===== src/rtl/chp_pkg.sv =====
// Package for the compass heading block: field structs, CORDIC datapath types,
// fixed-point constants and the arctangent table.
// No dependencies; every other file of the block imports it.
package chp_pkg;

   // Number of CORDIC vectoring iterations, one pipeline stage each (8 to 24).
   localparam int CORDIC_STEPS = 16;
   localparam int ATAN_ENTRIES = 24;

   // Field and datapath widths.
   localparam int MAG_W  = 16;
   localparam int DIFF_W = MAG_W + 1;
   localparam int FRAC_W = 24;
   localparam int XY_W   = 44;
   localparam int ACC_W  = 26;
   localparam int HEAD_W = 17;
   localparam int RND_SH = 8;

   // Angle constants in degrees times 65536, heading wrap in degrees times 256.
   localparam logic signed [ACC_W-1:0] DEG180_Q16  = 26'sd11796480;
   localparam logic signed [ACC_W-1:0] DEG360_Q16  = 26'sd23592960;
   localparam logic        [ACC_W-1:0] ROUND_HALF  = 26'd128;
   localparam logic       [HEAD_W-1:0] HEADING_WRAP = 17'd92160;

   // atan(2^-i) in degrees times 65536, rounded to nearest.
   localparam logic signed [ACC_W-1:0] ATAN_DEG_Q16 [ATAN_ENTRIES] = '{
      26'sd2949120, 26'sd1740967, 26'sd919879, 26'sd466945,
      26'sd234379,  26'sd117304,  26'sd58666,  26'sd29335,
      26'sd14668,   26'sd7334,    26'sd3667,   26'sd1833,
      26'sd917,     26'sd458,     26'sd229,    26'sd115,
      26'sd57,      26'sd29,      26'sd14,     26'sd7,
      26'sd4,       26'sd2,       26'sd1,      26'sd0
   };

   // Configuration register indexes.
   localparam int CSR_IDX_W = 2;
   typedef enum logic [CSR_IDX_W-1:0] {
      CSR_OFFSET_X = 2'd0,
      CSR_OFFSET_Y = 2'd1
   } csr_index_type;

   // Input beat: one raw sample pair.
   typedef struct packed {
      logic signed [MAG_W-1:0] mag_x;
      logic signed [MAG_W-1:0] mag_y;
   } req_data_type;

   // Result beat.
   typedef struct packed {
      logic [HEAD_W-1:0] heading;
      logic              zero_vector;
   } rsp_data_type;

   // Offset-corrected components.
   typedef struct packed {
      logic signed [DIFF_W-1:0] dx;
      logic signed [DIFF_W-1:0] dy;
   } diff_type;

   // CORDIC working vector and angle accumulator.
   typedef struct packed {
      logic signed [XY_W-1:0]  x;
      logic signed [XY_W-1:0]  y;
      logic signed [ACC_W-1:0] acc;
      logic                    zero_vector;
   } vec_type;

endpackage


===== src/rtl/chp_prep.sv =====
// Front end of the heading pipeline: offset removal, then zero check and
// pre-rotation into the right half plane. Two register stages.
// Depends on chp_pkg.
module chp_prep (
   input  logic                   clock,
   input  logic                   reset,
   input  logic signed [15:0]     offset_x,
   input  logic signed [15:0]     offset_y,
   input  logic                   in_valid,
   output logic                   in_ready,
   input  chp_pkg::req_data_type  in_data,
   output logic                   out_valid,
   input  logic                   out_ready,
   output chp_pkg::vec_type       out_data
);
   import chp_pkg::*;

   logic     diff_valid_ff;
   diff_type diff_ff;
   diff_type diff_in;
   logic     diff_ready;

   logic     vec_valid_ff;
   vec_type  vec_ff;
   vec_type  vec_in;
   logic     vec_ready;

   logic signed [DIFF_W:0] nx;
   logic signed [DIFF_W:0] ny;

   // A stage takes a new beat when it is empty or its content moves on.
   assign vec_ready  = !vec_valid_ff || out_ready;
   assign diff_ready = !diff_valid_ff || vec_ready;
   assign in_ready   = diff_ready;

   // Stage one: subtract the hard-iron offsets; the 17-bit result is exact.
   always_comb begin
      diff_in.dx = DIFF_W'(in_data.mag_x) - DIFF_W'(offset_x);
      diff_in.dy = DIFF_W'(in_data.mag_y) - DIFF_W'(offset_y);
   end

   always_ff @(posedge clock) begin
      if (reset) begin
         diff_valid_ff <= 1'b0;
      end else if (diff_ready) begin
         diff_valid_ff <= in_valid;
      end
      if (diff_ready && in_valid) begin
         diff_ff <= diff_in;
      end
   end

   // Stage two: a vector with negative X is turned by 180 degrees, and the
   // accumulator starts at 180 degrees to make up for it.
   always_comb begin
      nx = (DIFF_W + 1)'(diff_ff.dx);
      ny = (DIFF_W + 1)'(diff_ff.dy);
      vec_in.acc = '0;
      if (diff_ff.dx < 0) begin
         nx = -nx;
         ny = -ny;
         vec_in.acc = DEG180_Q16;
      end
      vec_in.x = XY_W'(nx) <<< FRAC_W;
      vec_in.y = XY_W'(ny) <<< FRAC_W;
      vec_in.zero_vector = (diff_ff.dx == '0) && (diff_ff.dy == '0);
   end

   always_ff @(posedge clock) begin
      if (reset) begin
         vec_valid_ff <= 1'b0;
      end else if (vec_ready) begin
         vec_valid_ff <= diff_valid_ff;
      end
      if (vec_ready && diff_valid_ff) begin
         vec_ff <= vec_in;
      end
   end

   assign out_valid = vec_valid_ff;
   assign out_data  = vec_ff;

endmodule


===== src/rtl/chp_cordic.sv =====
// CORDIC vectoring pipeline: one register stage per iteration, each stage
// one add and one subtract on the vector plus one table add on the angle.
// Depends on chp_pkg.
module chp_cordic (
   input  logic              clock,
   input  logic              reset,
   input  logic              in_valid,
   output logic              in_ready,
   input  chp_pkg::vec_type  in_data,
   output logic              out_valid,
   input  logic              out_ready,
   output chp_pkg::vec_type  out_data
);
   import chp_pkg::*;

   // Link k feeds stage k; link CORDIC_STEPS is the pipeline output.
   vec_type link_vec   [CORDIC_STEPS+1];
   logic    link_valid [CORDIC_STEPS+1];
   logic    link_ready [CORDIC_STEPS+1];

   assign link_vec[0]   = in_data;
   assign link_valid[0] = in_valid;
   assign in_ready      = link_ready[0];

   assign link_ready[CORDIC_STEPS] = out_ready;
   assign out_valid = link_valid[CORDIC_STEPS];
   assign out_data  = link_vec[CORDIC_STEPS];

   for (genvar k = 0; k < CORDIC_STEPS; k++) begin : g_step
      logic    stage_valid_ff;
      vec_type stage_ff;
      vec_type stage_in;
      logic signed [XY_W-1:0] xs;
      logic signed [XY_W-1:0] ys;

      assign link_ready[k] = !stage_valid_ff || link_ready[k+1];

      // Rotate toward the X axis; both updates use the old vector.
      always_comb begin
         xs = link_vec[k].x >>> k;
         ys = link_vec[k].y >>> k;
         stage_in.zero_vector = link_vec[k].zero_vector;
         if (!link_vec[k].y[XY_W-1] && (link_vec[k].y != '0)) begin
            stage_in.x   = link_vec[k].x + ys;
            stage_in.y   = link_vec[k].y - xs;
            stage_in.acc = link_vec[k].acc + ATAN_DEG_Q16[k];
         end else begin
            stage_in.x   = link_vec[k].x - ys;
            stage_in.y   = link_vec[k].y + xs;
            stage_in.acc = link_vec[k].acc - ATAN_DEG_Q16[k];
         end
      end

      always_ff @(posedge clock) begin
         if (reset) begin
            stage_valid_ff <= 1'b0;
         end else if (link_ready[k]) begin
            stage_valid_ff <= link_valid[k];
         end
         if (link_ready[k] && link_valid[k]) begin
            stage_ff <= stage_in;
         end
      end

      assign link_valid[k+1] = stage_valid_ff;
      assign link_vec[k+1]   = stage_ff;
   end

endmodule


===== src/rtl/chp_post.sv =====
// Back end of the heading pipeline: fold the angle into [0, 360), round to
// 8 fraction bits; the output register maps 360 and a zero vector to 0.
// Depends on chp_pkg.
module chp_post (
   input  logic                  clock,
   input  logic                  reset,
   input  logic                  in_valid,
   output logic                  in_ready,
   input  chp_pkg::vec_type      in_data,
   output logic                  out_valid,
   input  logic                  out_ready,
   output chp_pkg::rsp_data_type out_data
);
   import chp_pkg::*;

   logic         rnd_valid_ff;
   rsp_data_type rnd_ff;
   rsp_data_type rnd_in;
   logic         rnd_ready;

   logic         rsp_valid_ff;
   rsp_data_type rsp_ff;
   rsp_data_type rsp_in;
   logic         rsp_ready;

   logic [ACC_W-1:0] acc_pos;
   logic [ACC_W-1:0] acc_rnd;

   assign rsp_ready = !rsp_valid_ff || out_ready;
   assign rnd_ready = !rnd_valid_ff || rsp_ready;
   assign in_ready  = rnd_ready;

   // Add a full turn to a negative angle, then round to nearest.
   always_comb begin
      acc_pos = in_data.acc[ACC_W-1] ? ACC_W'(in_data.acc + DEG360_Q16)
                                     : ACC_W'(in_data.acc);
      acc_rnd = acc_pos + ROUND_HALF;
      rnd_in.heading     = acc_rnd[RND_SH +: HEAD_W];
      rnd_in.zero_vector = in_data.zero_vector;
   end

   always_ff @(posedge clock) begin
      if (reset) begin
         rnd_valid_ff <= 1'b0;
      end else if (rnd_ready) begin
         rnd_valid_ff <= in_valid;
      end
      if (rnd_ready && in_valid) begin
         rnd_ff <= rnd_in;
      end
   end

   // A heading that rounds up to 360 degrees becomes 0; a zero vector reads 0.
   always_comb begin
      rsp_in.zero_vector = rnd_ff.zero_vector;
      if (rnd_ff.zero_vector) begin
         rsp_in.heading = '0;
      end else if (rnd_ff.heading >= HEADING_WRAP) begin
         rsp_in.heading = rnd_ff.heading - HEADING_WRAP;
      end else begin
         rsp_in.heading = rnd_ff.heading;
      end
   end

   always_ff @(posedge clock) begin
      if (reset) begin
         rsp_valid_ff <= 1'b0;
      end else if (rsp_ready) begin
         rsp_valid_ff <= rnd_valid_ff;
      end
      if (rsp_ready && rnd_valid_ff) begin
         rsp_ff <= rsp_in;
      end
   end

   assign out_valid = rsp_valid_ff;
   assign out_data  = rsp_ff;

endmodule


===== src/rtl/compass_heading_from_field.sv =====
// Top level of the compass heading block: offset registers, the pipeline
// front end, the CORDIC stages and the output stages.
// Depends on chp_pkg, chp_prep, chp_cordic and chp_post.
//
//   Channel  Direction  Ports                           Beat
//   req      in         req_valid, req_ready, req_data  raw mag_x, mag_y pair
//   rsp      out        rsp_valid, rsp_ready, rsp_data  heading, zero_vector
//   csr      in         csr_wr_en, csr_index, csr_wdata offset_x (0), offset_y (1)
//
// There are two front-end stages, one stage per CORDIC iteration and two output
// stages. The rate, set by the one-iteration stages, is one beat per cycle
// while the pipeline is not full behind a stalled output.
// Reset clears every stage valid bit and both offsets.
// Each stage holds its beat while the next one is full and stalled, and
// an empty stage fills even when the output is stalled.
module compass_heading_from_field (
   input  logic                              clock,
   input  logic                              reset,
   input  logic                              req_valid,
   output logic                              req_ready,
   input  chp_pkg::req_data_type             req_data,
   output logic                              rsp_valid,
   input  logic                              rsp_ready,
   output chp_pkg::rsp_data_type             rsp_data,
   input  logic                              csr_wr_en,
   input  logic [chp_pkg::CSR_IDX_W-1:0]     csr_index,
   input  logic [chp_pkg::MAG_W-1:0]         csr_wdata
);
   import chp_pkg::*;

   logic signed [MAG_W-1:0] offset_x_ff;
   logic signed [MAG_W-1:0] offset_y_ff;

   logic    prep_valid;
   logic    prep_ready;
   vec_type prep_data;
   logic    cordic_valid;
   logic    cordic_ready;
   vec_type cordic_data;

   // Offset registers; an index outside the list is ignored.
   always_ff @(posedge clock) begin
      if (reset) begin
         offset_x_ff <= '0;
         offset_y_ff <= '0;
      end else if (csr_wr_en) begin
         unique case (csr_index)
            CSR_OFFSET_X: offset_x_ff <= csr_wdata;
            CSR_OFFSET_Y: offset_y_ff <= csr_wdata;
            default: ;
         endcase
      end
   end

   chp_prep u_prep (
      .clock     (clock),
      .reset     (reset),
      .offset_x  (offset_x_ff),
      .offset_y  (offset_y_ff),
      .in_valid  (req_valid),
      .in_ready  (req_ready),
      .in_data   (req_data),
      .out_valid (prep_valid),
      .out_ready (prep_ready),
      .out_data  (prep_data)
   );

   chp_cordic u_cordic (
      .clock     (clock),
      .reset     (reset),
      .in_valid  (prep_valid),
      .in_ready  (prep_ready),
      .in_data   (prep_data),
      .out_valid (cordic_valid),
      .out_ready (cordic_ready),
      .out_data  (cordic_data)
   );

   chp_post u_post (
      .clock     (clock),
      .reset     (reset),
      .in_valid  (cordic_valid),
      .in_ready  (cordic_ready),
      .in_data   (cordic_data),
      .out_valid (rsp_valid),
      .out_ready (rsp_ready),
      .out_data  (rsp_data)
   );

   // A full pipeline is the only reason to refuse a beat, and only a stalled
   // output fills it.
   assert property (@(posedge clock) disable iff (reset)
      !req_ready |-> (rsp_valid && !rsp_ready))
      else $error("input refused while the output is not stalled");

   // The heading always lies below 360 degrees.
   assert property (@(posedge clock) disable iff (reset)
      rsp_valid |-> (rsp_data.heading < HEADING_WRAP))
      else $error("heading outside [0, 360)");

   // A zero vector always reports heading 0.
   assert property (@(posedge clock) disable iff (reset)
      (rsp_valid && rsp_data.zero_vector) |-> (rsp_data.heading == '0))
      else $error("zero vector with nonzero heading");

   // Nothing comes out in the cycle after reset.
   assert property (@(posedge clock)
      reset |=> !rsp_valid)
      else $error("result valid right after reset");

endmodule

===== config.mk =====
export PLATFORM = sky130hd
export DESIGN_NAME = compass_heading_from_field
export DESIGN_NICKNAME = d
export VERILOG_FILES = /design/src/rtl/chp_pkg.sv /design/src/rtl/chp_prep.sv /design/src/rtl/chp_cordic.sv /design/src/rtl/chp_post.sv /design/src/rtl/compass_heading_from_field.sv
export SDC_FILE = /design/constraint.sdc
export NUM_CORES = 2
export LEC_CHECK = 0
export BUFFER_PORTS_ARGS = -buffer_cell sky130_fd_sc_hd__buf_2
export CAP_MARGIN = 20
export CORE_ASPECT_RATIO = 1.2
export CORE_UTILIZATION = 40
export CTS_CLUSTER_SIZE = 25
export DETAILED_ROUTE_END_ITERATION = 12
export GPL_TIMING_DRIVEN = 0
export HOLD_SLACK_MARGIN = 0.06
export PLACE_DENSITY = 0.62
export SYNTH_ARGS = -nofsm -noshare
export SYNTH_HDL_FRONTEND = slang
export SYNTH_SLANG_ARGS = --single-unit

===== constraint.sdc =====
create_clock -name clock -period 19.73 [get_ports clock]
set_clock_uncertainty 0.2 [all_clocks]
set_input_delay 0 -clock clock [delete_from_list [all_inputs] [get_ports clock]]
set_output_delay 0 -clock clock [all_outputs]
set_load 0.02 [all_outputs]

# Word level (Yosys, flattened, before mapping)
# Index checks and enable logic that the tools add are counted.
# op_classes
n_addsub,98
magnitude_cmp,2
eq_ne,1
mux,21
n_reduce_logical,114
# ops
op,n
114-bit two-way mux,15
44-bit nonzero test,16
44-bit by 30-bit adder with 44-bit output,2
44-bit by 31-bit adder with 44-bit output,2
44-bit by 32-bit adder with 44-bit output,2
44-bit by 33-bit adder with 44-bit output,2
44-bit by 34-bit adder with 44-bit output,2
44-bit by 35-bit adder with 44-bit output,2
44-bit by 36-bit adder with 44-bit output,2
44-bit by 37-bit adder with 44-bit output,2
44-bit by 38-bit adder with 44-bit output,2
44-bit by 39-bit adder with 44-bit output,2
44-bit by 40-bit adder with 44-bit output,2
44-bit by 41-bit adder with 44-bit output,2
44-bit by 42-bit adder with 44-bit output,2
44-bit by 43-bit adder with 44-bit output,2
44-bit by 30-bit subtractor with 44-bit output,2
44-bit by 31-bit subtractor with 44-bit output,2
44-bit by 32-bit subtractor with 44-bit output,2
44-bit by 33-bit subtractor with 44-bit output,2
44-bit by 34-bit subtractor with 44-bit output,2
44-bit by 35-bit subtractor with 44-bit output,2
44-bit by 36-bit subtractor with 44-bit output,2
44-bit by 37-bit subtractor with 44-bit output,2
other kinds (59),161
# totals
reg_bits,1893
inputBits,55
elab_cells,329

# Depth between registers and ports, before layout
# logic_depth
ltp_word,22
depth_mapped,31
depth_no_buf,29

# By module
# A second synthesis with hierarchy kept.
# hier_totals
cells_unflattened,18147
hier_area_um2,172261.5
# by_module_without_submodules
mod,n_inst,cells_per_inst,area_per_inst_um2
chp_cordic,1,17333,163662.0
chp_prep,1,531,5326.4
chp_post,1,158,1931.9
compass_heading_from_field,1,125,1341.3

# Least setup slack after synthesis
# Ideal clock, no wire load.
# synth_timing
kind,reg2reg
from,"register u_post.rsp_valid_ff, in the netlist u_post.out_valid"
to,"register u_cordic.g_step[8].stage_ff[0] (netlist bit), enable pin"
setup_time_ns,0.761
arrival_time_ns,9.646
t_required_ns,18.769
slack_ns,9.123
stages_incl_launch_ff,8
n_path_buf,0
period_less_slack_ns,10.607
path_cell_list,dfxtp_1 nor2b_1 and3_1 and2_0 nand3_1 nor2_1 and3_1 a21boi_0
# synth_via
elab_chain_cells,12
# synth_lines
element,line_no,text
"start, declared",chp_post.sv:21,logic rsp_valid_ff;
"start signal, assigned",chp_post.sv:69,rsp_valid_ff <= rnd_valid_ff;
1-bit zero test,chp_post.sv:29,assign rsp_ready = !rsp_valid_ff || out_ready;
1-bit logical OR,chp_post.sv:29,
1-bit logical OR,chp_post.sv:30,assign rnd_ready = !rnd_valid_ff || rsp_ready;
1-bit logical OR (8 in series),chp_cordic.sv:36,assign link_ready[k] = !stage_valid_ff || link_ready[k+1];
1-bit logical AND,chp_cordic.sv:60,if (link_ready[k] && link_valid[k]) begin
"end signal, assigned",chp_cordic.sv:61,stage_ff <= stage_in;
"end, declared",chp_cordic.sv:31,vec_type stage_ff;
# Every way passes these cells.
# A chain may end at the register's enable or synchronous reset.

==> impl_metrics.ini <==
[logic_synthesis]
yosys.cell_count.top_type = edfxtp_1
ys_seq_area_share_pct = 36.4
ys.flop_type = edfxtp_1
ys_ff_latch = 1567
avgSynthCellArea_um2 = 9.59
yosys_warnings = 0
synth_common_cells = edfxtp_1 (1,515), ha_1 (1,397), xnor2_1 (1,258)
synth_area_leader_cell = edfxtp_1
synth_enable_flop_cells = 1515
ys_types = 101
synth_top_area_share_pct = 35.6
syn-cell-area_um2 = 128000
synthCells = 13300
synth.top_cells.by_area = edfxtp_1 (36%), ha_1 (14%), xnor2_1 (8.6%), xor2_1 (4.8%), a21oi_1 (4.7%)
ys_async_sr_fraction_pct = 0

[detailed_routing]
via_per_inst = 5.52
final_antenna_net_count = 0
dr.max_layer_used = met4
vias = 101000
met1_length_um = 132000
avgRoutedWirePerCell_um = 19.1
first_iter_violations = 5597
dr_wl_met2_um = 183000
dr.pass1.iters = 6
wirelength_um = 348000
drc = 0
dr_wl_met3_um = 11300

[pwr]
powerDensity_nw_per_um2 = 54.1
cellLeakagePower_nw = 55.3
vdd_drop_max_v = 0.0000877

[clock_tree]
htree_num_levels = 4
cts_resized = 0
cts_buffer_depth = 4
cts_setup_buffers = 0
clk_pin_slew_worst_paths_ps = 60
numCtsBuffers = 189
clock_latency_ps = 870
clkSinkCount = 1567
clockRootBuffer = clkbuf_16
cts_tree = built

[global_routing]
grt_util_all_layers_pct = 20.9
grt_overflow = 0
grt_max_degree = 38
grt_pass1_wl_um = 540000
first_global_vias = 98300
antenna_found_initial = 7

[timing]
fin_crit_ps = 9540
tns_ps = 0
tightest_slew_ps = 1240
grt_setup_unrepaired = false
fin_ws_ps = 10190
finalSetupViolCount = 0
final.period_utilization_pct = 48.3
slew_headroom_pct = 17.3
slew_viol_final = 0
hold_viol = 0
fmax_mhz = 105

[final_layout]
num-fill-cells = 30600
area.growth.synth_to_final_pct = 11.7
layout.nets = 15300
final_area_um2 = 143000
stdcell_count = 18200
drive_above_1_share_pct = 4.47

[job]
cap_viol_max_count = 0

[worst_setup_path]
setup.worst_path.end_class = register
reg2reg_to = u_cordic.g_step[10].ys[32]
crit_required_ps = 20140
cp.arrival_ps = 9950
crit_type = register to register
rr_startpoint = u_cordic.g_step[8].stage_ff[41]
start_kind = register
reg2reg_slack_ps = 10190
crit_fanout = 27
rr_worst_depth = 27

[floorplanning]
dieArea_um2 = 322000
die_h_um = 621
start_util_pct = 40.2
die_w_um = 518
io_pins = 75
rows = 227
coreArea_um2 = 318000

[run_status]
run_status = complete, no violations

[placed_design]
dp_cells = 17700
io_buffer_count = 73
place_congestion = 0.963
placed_area_um2 = 135000
hpwlAfterDp_um = 283000
dp_slack_ps = 10280

[hold_path]
whs_path_depth = 6
hp-class = primary input to register
min_to = offset_y_ff[15]
holdCritStartpoint = csr_index[1]
[through the flow]
| step | utilization [%] | hold WS [ps] | power (mW) |
|---|---|---|---|
| global route | 44.9 | 207 | 7.98 |
| CTS | 44.9 | 115 | 7.81 |
| detailed placement | 42.4 | 60.6 | 4.22 |
| global placement | 42.0 | 57.2 | 4.22 |
| finish | 44.9 | 199 | 7.72 |
| floorplan | - | -64.0 | 4.10 |
[layer usage]
layer  track usage (%)  vias up
li1                  -    50400
met1              21.8    47300
met2              40.1     2107
met3              2.21      885
met4              12.2        0
met5                 0        -
[cell families (layout without fill, tap and decap cells)]
family | count (synthesis) | after routing | share of synthesized area, %
AOI/OAI and AO/OA | 3777 | 3777 | 18.8
and+or+nand+nor | 3730 | 3730 | 14.3
xor gates and xnor gates | 1952 | 1952 | 13.4
DFF | 1567 | 1567 | 36.4
adders and majority gates | 1432 | 1432 | 14.2
buffers and inverters | 801 | 1431 | 2.37
muxes | 61 | 61 | 0.495
other | 1 | 50 | 0.00293
[cell usage in the layout, fill, tap and decap left out, drive strengths merged, types with 219 or more instances in the layout]
cell type / count
a21o: 428
a21oi: 1204
clkbuf: 405
edfxtp: 1515
ha: 1397
inv: 601
nand2: 828
nand3: 230
nor2: 1077
nor3: 349
o21a: 219
o21ai: 738
xnor2: 1258
xor2: 694
[worst max-delay path: stages, from the launching register on]
cell and delay, ps:
edfxtp_1 490, nor3_1 270, nand2b_1 140, nor4_1 280, nand2b_1 150, nor2_1 260
nand4_1 220, nand2b_1 340, nand4b_1 450, nand2b_1 190, clkbuf_1 660, buf_2 780
mux2i_1 280, fa_1 490, a21o_1 180, a21oi_1 270, o21ai_0 160, a21oi_1 190
nor3_1 130, a211oi_1 460, o31ai_1 260, o311ai_0 850, a211o_1 340, a31oi_1 220
a211o_1 310, a21o_1 220, a221oi_1 340, xnor2_1 120
[where the power goes]
part,switching (mW),leakage [nW],internal [mW]
Sequential,0.0344,14.1,3.66
Clock,1.43,3.03,2.10
Combinational,0.272,38.2,0.218
Total,1.73,55.3,5.99
[final cells by class]
type | count | area, µm² | share of cell area, %
antenna | 7 | 17.5 | 0.0123
buffer | 210 | 825 | 0.578
clock buffer | 229 | 5020 | 3.52
clock inverter | 118 | 1250 | 0.877
inverter | 591 | 2220 | 1.56
multi-input combinational | 11000 | 78600 | 55.1
sequential | 1567 | 46500 | 32.6
tap | 4236 | 5300 | 3.71
timing repair buffer | 283 | 2960 | 2.07
[timing repair]
item	in CTS	in global routing
endpoints found under the hold margin	109	0
hold buffers	151	0
setup endpoints to repair	0	0
[registers in the layout, indices dropped and copies added, names as in the netlist]
register	count
u_cordic.g_step.stage_valid_ff	15
u_post.out_valid	1
offset_x_ff	16
u_prep.diff_ff	34
u_post.rnd_ff	18
u_post.out_data	18
u_cordic.out_data	20
u_cordic.out_valid	1
u_cordic.g_step.stage_in	1
u_cordic.g_step.stage_ff	1318
u_prep.diff_valid_ff	1
u_post.rnd_valid_ff	1
u_prep.out_valid	1
u_cordic.g_step.xs	34
u_cordic.g_step.ys	34
u_prep.out_data	38
offset_y_ff	16
[how the worst max path moves through the flow]
stage                                    startpoint                              end  slack, ps  cells past startpoint
floorplan                          u_post.out_valid   u_cordic.g_step[8].stage_ff[0]       9120                      7
global placement                   u_post.out_valid  u_cordic.g_step[8].stage_ff[74]       5520                      7
detailed placement  u_cordic.g_step[8].stage_ff[41]       u_cordic.g_step[10].ys[33]      10280                     27
CTS                 u_cordic.g_step[8].stage_ff[41]       u_cordic.g_step[10].ys[32]      10250                     27
global route        u_cordic.g_step[8].stage_ff[41]       u_cordic.g_step[10].ys[33]       9700                     27
finish              u_cordic.g_step[8].stage_ff[41]       u_cordic.g_step[10].ys[32]      10190                     27
(Power assumes the default switching activity.)
